`config.mk`:
```
export PLATFORM = sky130hd
export DESIGN_NAME = modular_exponentiation
export DESIGN_NICKNAME = d
export VERILOG_FILES = /design/src/rtl/mexp_pkg.sv /design/src/rtl/mexp_serial_mul.sv /design/src/rtl/modular_exponentiation.sv
export SDC_FILE = /design/constraint.sdc
export NUM_CORES = 1
export LEC_CHECK = 0
export BUFFER_PORTS_ARGS = -buffer_cell sky130_fd_sc_hd__clkbuf_2
export CORE_MARGIN = 8
export CORE_UTILIZATION = 60
export DETAILED_ROUTE_END_ITERATION = 8
export PLACE_DENSITY = 0.84
export SYNTH_ARGS = -nofsm -noshare
export SYNTH_HDL_FRONTEND = slang
export SYNTH_SLANG_ARGS = --single-unit
export TNS_END_PERCENT = 1
```
`constraint.sdc`:
```
create_clock -name clock -period 9.3 [get_ports clock]
set_clock_uncertainty 0.2 [all_clocks]
set_input_delay 0.93 -clock clock [delete_from_list [all_inputs] [get_ports clock]]
set_output_delay 0.93 -clock clock [all_outputs]
set_load 0.01 [all_outputs]
```
`src/rtl/mexp_pkg.sv`:
```
`default_nettype none

package mexp_pkg;

   // operand widths
   localparam int MOD_WIDTH  = 32;
   localparam int EXP_WIDTH  = 32;
   localparam int BASE_WIDTH = 64;

   // port widths fixed by the interface
   localparam int MOD_PORT_WIDTH  = 32;
   localparam int BASE_PORT_WIDTH = 64;
   localparam int EXP_PORT_WIDTH  = 32;

   // derived widths
   localparam int STEP_CNT_WIDTH = $clog2(BASE_WIDTH + 1);
   localparam int BIT_CNT_WIDTH  = $clog2(EXP_WIDTH + 1);
   localparam int SUM_WIDTH      = MOD_WIDTH + 2;

   // command into the serial modular multiplier
   typedef struct packed {
      logic                      start;
      logic [BASE_WIDTH-1:0]     x;
      logic [MOD_WIDTH-1:0]      y;
      logic [STEP_CNT_WIDTH-1:0] steps;
   } mexp_cmd_type;

   // sequencer states
   typedef enum logic [2:0] {
      ST_IDLE,
      ST_REDUCE,
      ST_BIT,
      ST_MUL,
      ST_SQR,
      ST_DONE
   } mexp_state_type;

endpackage

`default_nettype wire

```
`src/rtl/mexp_serial_mul.sv`:
```
`default_nettype none

// shift-and-add modular multiplier, one bit of x per cycle, msb first:
// result = (top "steps" bits of x) * y mod m
module mexp_serial_mul import mexp_pkg::*; (
   input  wire logic                 clock,
   input  wire logic                 reset,
   input  wire mexp_cmd_type         cmd,
   input  wire logic [MOD_WIDTH-1:0] modulus,
   output logic                      done,
   output logic [MOD_WIDTH-1:0]      result
);

   logic [BASE_WIDTH-1:0]     shift_ff, shift_in;
   logic [MOD_WIDTH-1:0]      y_ff, y_in;
   logic [MOD_WIDTH-1:0]      r_ff, r_in;
   logic [STEP_CNT_WIDTH-1:0] cnt_ff, cnt_in;
   logic                      busy_ff, busy_in;
   logic                      done_ff, done_in;

   logic [SUM_WIDTH-1:0]      sum;
   logic [SUM_WIDTH:0]        diff1;
   logic [SUM_WIDTH:0]        diff2;
   logic [MOD_WIDTH-1:0]      r_step;

   // one step: r = (2r + bit*y) mod m, the sum stays below 3m
   always_comb begin
      sum = {1'b0, r_ff, 1'b0};
      if (shift_ff[BASE_WIDTH-1]) begin
         sum = sum + SUM_WIDTH'(y_ff);
      end
      diff1 = {1'b0, sum} - (SUM_WIDTH + 1)'(modulus);
      diff2 = {1'b0, sum} - {2'b00, modulus, 1'b0};
      if (!diff2[SUM_WIDTH]) begin
         r_step = diff2[MOD_WIDTH-1:0];
      end else if (!diff1[SUM_WIDTH]) begin
         r_step = diff1[MOD_WIDTH-1:0];
      end else begin
         r_step = sum[MOD_WIDTH-1:0];
      end
   end

   // load on start, then step until the count runs out
   always_comb begin
      shift_in = shift_ff;
      y_in     = y_ff;
      r_in     = r_ff;
      cnt_in   = cnt_ff;
      busy_in  = busy_ff;
      done_in  = 1'b0;
      if (cmd.start) begin
         shift_in = cmd.x;
         y_in     = cmd.y;
         r_in     = '0;
         cnt_in   = cmd.steps;
         busy_in  = 1'b1;
      end else if (busy_ff) begin
         shift_in = {shift_ff[BASE_WIDTH-2:0], 1'b0};
         r_in     = r_step;
         cnt_in   = cnt_ff - 1'b1;
         if (cnt_ff == STEP_CNT_WIDTH'(1)) begin
            busy_in = 1'b0;
            done_in = 1'b1;
         end
      end
   end

   // control state
   always_ff @(posedge clock) begin
      if (reset) begin
         busy_ff <= 1'b0;
         done_ff <= 1'b0;
      end else begin
         busy_ff <= busy_in;
         done_ff <= done_in;
      end
   end

   // datapath
   always_ff @(posedge clock) begin
      shift_ff <= shift_in;
      y_ff     <= y_in;
      r_ff     <= r_in;
      cnt_ff   <= cnt_in;
   end

   assign done   = done_ff;
   assign result = r_ff;

endmodule

`default_nettype wire

```
`src/rtl/modular_exponentiation.sv`:
```
// channel   | direction | handshake            | payload
// ----------+-----------+----------------------+-------------------------------------
// request   | in        | req_valid/req_ready  | req_base_value, req_exponent_value
// response  | out       | rsp_valid/rsp_ready  | rsp_power_result
// csr       | in        | csr_write_en         | csr_write_data (modulus)
//
// one request at a time: the base is reduced in 64 serial steps, then for each
// of the 32 exponent bits a 32-step multiply (bit set) and a 32-step square
// run on the one shared serial multiplier.
// a zero modulus answers 0 in the cycle after the request.
// reset is synchronous; the modulus resets to 1.
// the response register holds until rsp_ready; req_ready is low meanwhile.
`default_nettype none

module modular_exponentiation import mexp_pkg::*; (
   input  wire logic                       clock,
   input  wire logic                       reset,
   input  wire logic                       req_valid,
   output logic                            req_ready,
   input  wire logic [BASE_PORT_WIDTH-1:0] req_base_value,
   input  wire logic [EXP_PORT_WIDTH-1:0]  req_exponent_value,
   output logic                            rsp_valid,
   input  wire logic                       rsp_ready,
   output logic [MOD_PORT_WIDTH-1:0]       rsp_power_result,
   input  wire logic                       csr_write_en,
   input  wire logic [MOD_PORT_WIDTH-1:0]  csr_write_data
);

   mexp_state_type           state_ff, state_in;
   logic [MOD_WIDTH-1:0]     modulus_ff;
   logic [EXP_WIDTH-1:0]     exp_ff, exp_in;
   logic [BIT_CNT_WIDTH-1:0] bit_cnt_ff, bit_cnt_in;
   logic [MOD_WIDTH-1:0]     base_ff, base_in;
   logic [MOD_WIDTH-1:0]     acc_ff, acc_in;
   logic [MOD_WIDTH-1:0]     result_ff, result_in;

   mexp_cmd_type             cmd;
   logic                     mul_done;
   logic [MOD_WIDTH-1:0]     mul_result;
   logic                     req_fire;
   logic                     mod_zero;
   logic                     exp_end;

   assign req_fire = req_valid && req_ready;
   assign mod_zero = (modulus_ff == '0);
   assign exp_end  = (bit_cnt_ff == BIT_CNT_WIDTH'(EXP_WIDTH));

   mexp_serial_mul u_mul (
      .clock   (clock),
      .reset   (reset),
      .cmd     (cmd),
      .modulus (modulus_ff),
      .done    (mul_done),
      .result  (mul_result)
   );

   // next state
   always_comb begin
      state_in = state_ff;
      case (state_ff)
         ST_IDLE: begin
            if (req_fire) begin
               state_in = mod_zero ? ST_DONE : ST_REDUCE;
            end
         end
         ST_REDUCE: begin
            if (mul_done) begin
               state_in = ST_BIT;
            end
         end
         ST_BIT: begin
            if (exp_end) begin
               state_in = ST_DONE;
            end else if (exp_ff[0]) begin
               state_in = ST_MUL;
            end else begin
               state_in = ST_SQR;
            end
         end
         ST_MUL: begin
            if (mul_done) begin
               state_in = ST_SQR;
            end
         end
         ST_SQR: begin
            if (mul_done) begin
               state_in = ST_BIT;
            end
         end
         ST_DONE: begin
            if (rsp_ready) begin
               state_in = ST_IDLE;
            end
         end
         default: begin
            state_in = ST_IDLE;
         end
      endcase
   end

   // outputs and multiplier commands
   always_comb begin
      req_ready = 1'b0;
      rsp_valid = 1'b0;
      cmd.start = 1'b0;
      cmd.x     = {base_ff, {(BASE_WIDTH - MOD_WIDTH){1'b0}}};
      cmd.y     = base_ff;
      cmd.steps = STEP_CNT_WIDTH'(MOD_WIDTH);
      case (state_ff)
         ST_IDLE: begin
            req_ready = 1'b1;
            // base mod m as base * 1 over all base bits
            cmd.start = req_fire && !mod_zero;
            cmd.x     = BASE_WIDTH'(req_base_value);
            cmd.y     = MOD_WIDTH'(1);
            cmd.steps = STEP_CNT_WIDTH'(BASE_WIDTH);
         end
         ST_BIT: begin
            cmd.start = !exp_end;
            if (exp_ff[0]) begin
               cmd.x = {acc_ff, {(BASE_WIDTH - MOD_WIDTH){1'b0}}};
            end
         end
         ST_MUL: begin
            // square follows right away
            cmd.start = mul_done;
         end
         ST_DONE: begin
            rsp_valid = 1'b1;
         end
         default: begin
            cmd.start = 1'b0;
         end
      endcase
   end

   // operand registers
   always_comb begin
      exp_in     = exp_ff;
      bit_cnt_in = bit_cnt_ff;
      base_in    = base_ff;
      acc_in     = acc_ff;
      result_in  = result_ff;
      case (state_ff)
         ST_IDLE: begin
            exp_in     = EXP_WIDTH'(req_exponent_value);
            bit_cnt_in = '0;
            acc_in     = MOD_WIDTH'(1);
            result_in  = '0;
         end
         ST_REDUCE: begin
            if (mul_done) begin
               base_in = mul_result;
            end
         end
         ST_BIT: begin
            if (exp_end) begin
               result_in = acc_ff;
            end
         end
         ST_MUL: begin
            if (mul_done) begin
               acc_in = mul_result;
            end
         end
         ST_SQR: begin
            if (mul_done) begin
               base_in    = mul_result;
               exp_in     = exp_ff >> 1;
               bit_cnt_in = bit_cnt_ff + 1'b1;
            end
         end
         default: begin
            result_in = result_ff;
         end
      endcase
   end

   // control state and modulus register
   always_ff @(posedge clock) begin
      if (reset) begin
         state_ff   <= ST_IDLE;
         modulus_ff <= MOD_WIDTH'(1);
      end else begin
         state_ff <= state_in;
         if (csr_write_en) begin
            modulus_ff <= MOD_WIDTH'(csr_write_data);
         end
      end
   end

   // datapath
   always_ff @(posedge clock) begin
      exp_ff     <= exp_in;
      bit_cnt_ff <= bit_cnt_in;
      base_ff    <= base_in;
      acc_ff     <= acc_in;
      result_ff  <= result_in;
   end

   assign rsp_power_result = MOD_PORT_WIDTH'(result_ff);

endmodule

`default_nettype wire

```
==> results <==
- After detailed routing, the average wire length per cell comes to between 20 and 25 um.
- about 170 I/O pins were placed.
- The post-synthesis sequential element count is 306.
- The total number of nets in the final design is approximately 2300.
- In this run the standard cell core region covers between 30000 and 40000 um^2.
- The number of maximum-capacitance violations is 0.
- Once the clock tree was built, the setup fixing pass inserted 0 buffers.
- Of the total power, the clock network draws about a fifth.
- The repair_antennas step left the layout with diodes totalling 0.
- During placement, the flow inserted port buffers numbering approximately 170.
- Combinational logic burns approximately 53% of the power.
- The proportion of total power due to net switching is 41.77%.
- Setup violations remaining at the end of the flow were counted as 0.
- Setup repair after global routing left no endpoint under its margin.
- The CTS H-tree depth is 2.
- Data on the critical path is required at its endpoint by between 9 and 10 ns.
- The startpoint kind of the worst setup timing path is a flip-flop.
- The relative contribution of sequential cells to total power is ~28%.
- The number of pins with negative max-slew slack in the final report came to 0.
- The worst-skew pair later-pin latency is ~0.52 ns.
- The initial antenna violation count came to 0.
- The number of filler cells placed in the layout is 2388.
- The final hold violation count came to 0.
- In this run the deepest clock path goes through 3 buffers.
- The initialized floorplan defines 64 standard-cell rows.
- The kind of end point of the critical path is a flip-flop.
- The first global-routing pass estimated between 70000 and 80000 um of wire.
- The standby leakage power is around 8.7 nW.
- The hold buffer count at cts is 0.
- The finished layout holds between 2000 and 2500 standard cells, fillers aside.
- The net switching power figure is roughly 0.0028 W.
- The power density over the cells is approximately 320 nW/um^2.
- The remaining antenna violation count is 0.
- For this configuration, the core starts out at a cell density of around three fifths.
- The fraction of registers with async set/reset is 0%.
- The congestion estimate from routability-driven global placement came to 0.9640.
- The first routing iteration left 1314 violations.
- The via density per instance is about 6.3.
- The floorplan die width is 192.2 um.
- The clock transition time at the flip-flop clock pins of the worst setup and hold paths is about 0.06 ns.
- The number of buffers added by the clock tree synthesis step is 34.
- Entering global routing, the biggest net connects 86 pins.
- Counting stages on the worst path, the most repeated cell is a21oi_1.
- The area growth from synthesis to layout is 11.96%.
- The root buffer cell is clkbuf_16.
- The global route total overflow is 0.
- The synthesized instance count is 1898.
- The number of nets handed over by synthesis was between 2000 and 2500.
- The largest individual stage delay along the critical path comes from the cell o31ai_1.
- The post-route netlist has between 10% and 20% of its cells at a drive strength greater than 1.
- In this run the cell area of the synthesized design comes to approximately 19000 um^2.
- The die covers approximately 37000 um^2.
- The half-perimeter wire length after detailed placement is 35560 um.
- The worst-case IR drop observed on VDD is 0.1715 mV.
- The accumulated negative setup slack is 0 ns.
- The final wirelength is 48910 um.
- The internal power of the cells totals a little under 0.004 W.
- For this run, the leading register cell type out of synthesis is edfxtp_1.
- Of the synthesized area, sequential elements account for 45.62%.
- The count of flip-flops with a built-in enable after synthesis is about 240.
- The tightest slew margin relative to the limit is between 20% and 30%.
- The height of the die is about 190 um.
- Across all hold checks on the routed design, the worst slack comes to around 0.29 ns.
- Detailed routing inserted a total of between 15000 and 20000 vias.
- Once placement completed, the tool counted placed cells totaling 2377.
- The via count of the first global-routing pass is about 14000.
- TritonCTS built the clock tree.
- After layout, the worst path uses between 70% and 80% of the clock period.
- The number of sinks handled by clock tree synthesis is 306.
- In this run the worst path has a maximum fanout of 22.
- The critical path goes through ha_1, inv_1, fa_1, nand2b_1, a21oi_1, o41ai_2, a21oi_1, o211ai_1, a311oi_1, nor3_1, o31ai_1, ha_1, a21o_1, a311oi_1, o21ai_0, a21oi_1, nand2b_1, nand2_1, a2111oi_4, buf_4, nand2_1, o21a_1, a211o_1.
- The post-cts resize count is 0.
- The path class of the tightest hold or removal check is reg2reg.
- For this run, the slowest stage of the critical path takes 0.53 ns.
- The power consumption is just under 0.007 W.
- The actual slew at the worst max-slew pin is ~1.1 ns.
- The run finished with clean final reports.
- The critical path arrival is 6.75 ns.
- The average instance area after synthesis is between 9 and 10 um^2.
- The worst setup path is of the reg2reg kind.
- After synthesis, the netlist uses 89 different library cells.
- The post-route minimum period is about 6.6 ns.
- In the global route stage, overall resource usage came out at roughly a quarter.
- The total iterations of the first detailed-routing run is 5.
- The count of yosys warnings during synthesis is 0.
- For this run, design rule violations remaining after detail routing come to 0.
- The maximum achievable frequency is about 150 MHz.
cell usage in the layout, fill, tap and decap left out, drive strengths merged, types with 15 or more instances in the layout:
cell type and instances:
a211oi 22, a21o 38, a21oi 107, a22o 34, a31oi 15, and2 65, and3 40, buf 21
clkbuf 212, dfxtp 69, edfxtp 237, ha 99, inv 69, mux2 21, mux2i 41, nand2 230
nand3 36, nand4 15, nor2 113, nor3 29, o211ai 18, o21a 24, o21ai 152, o221ai 35
or3 38, xnor2 54, xor2 29
cell type report:
class                   instances  area [um^2]  area share (%)
clock inverters                16        173.9          0.8340
multi-input cells            1418         9507           45.59
clock buffers                  46        927.1           4.446
repair buffers                187        988.4           4.740
inverters                      70        262.8           1.260
well taps                     396        495.5           2.376
flip-flops and latches        306         8499           40.76
final timing paths:
check,start,endpoint,slack [ns],cells after the start
max,u_mul.result[0],u_mul.result[24],2.74,23
min,u_mul.result[29],base_ff[29],0.29,0
max reg2reg,u_mul.result[0],u_mul.result[24],2.74,23
min reg2reg,u_mul.result[29],base_ff[29],0.29,0
state kept, by name, indices dropped and copies added, names as in the netlist:
name,flops
state_ff,3
u_mul.shift_ff,64
rsp_power_result,32
u_mul.done,1
u_mul.cnt_ff,7
exp_ff,32
u_mul.busy_ff,1
acc_ff,32
modulus_ff,32
base_ff,32
u_mul.result,32
u_mul.y_ff,32
bit_cnt_ff,6
metal layers:
layer  GRT usage (%)  vias up  part of all wire, %  wire [um]
li1                -     7296                    -          -
met1           38.97     7255                   46      22280
met2           38.96      787                   44      21460
met3           3.286       72                  8.8       4295
met4           5.758        0                  1.8        874
met5               0        -                    0          0
synthesized netlist by cell type (all sizes together), types with 6 or more instances:
cell type,number,area (um^2)
o21ai,152,768.2
mux2i,41,410.4
and2,65,407.9
a21oi,107,539.3
a211o,6,52.55
or3,38,242.7
a22o,34,297.8
nand2b,13,81.33
buf,21,107.6
o211ai,18,135.1
nand3b,6,45.04
o31a,7,62.56
nand2,230,868.3
nor2b,13,81.33
inv,69,259.0
o31ai,11,96.34
nand4,15,93.84
a221oi,9,103.9
o22ai,6,37.54
xnor2,54,480.5
o221ai,35,306.5
edfxtp,237,7117
mux2,21,236.5
o21bai,10,75.07
a32oi,6,52.55
nor3,29,145.1
a211oi,22,215.2
nor4,11,68.82
xor2,29,254.0
ha,99,1239
o21a,24,180.2
a31oi,15,93.84
clkbuf,83,312.8
nor2,113,431.7
and3,40,250.2
a21o,38,285.3
nand3,36,185.2
dfxtp,69,1381
kinds of logic (layout without fill, tap and decap cells):
| logic type | count (synthesis) | count (layout) | share of synthesized area [%] |
|---|---|---|---|
| mux | 62 | 62 | 3.473 |
| compound gates | 543 | 543 | 19.97 |
| simple gates | 628 | 628 | 16.35 |
| flops | 306 | 306 | 45.62 |
| xor+xnor | 83 | 83 | 3.943 |
| buf+inv | 174 | 319 | 3.668 |
| fa+ha+maj | 102 | 102 | 6.973 |
power by group through the flow:
stage                     combinational [W]  clock (W)  sequential, W
after global routing                0.00387    0.00140        0.00190
after CTS                           0.00346    0.00135        0.00188
after detailed placement            0.00344          0        0.00190
after global placement              0.00337          0        0.00188
after floorplan                     0.00268          0        0.00186
final                               0.00355    0.00133        0.00188
worst max-delay path: cells and delay by family (launching register included):
family	cells	cell delay, ns
AOI/OAI and AO/OA	13	3.50
and+or+nand+nor	5	0.95
adders and majority gates	3	1.02
buffers and inverters	2	0.37
DFF	1	0.39
metrics by stage:
| stage | cell area (um^2) | utilization [%] | setup slack [ns] |
|---|---|---|---|
| global placement | 19750 | 64.57 | 3.131 |
| floorplan | 18630 | - | 4.157 |
| global route | 20850 | 68.17 | 2.329 |
| detailed placement | 19750 | 64.57 | 2.968 |
| CTS | 20850 | 68.17 | 2.898 |
| finish | 20850 | 68.17 | 2.744 |
(Power assumes the default switching activity.)
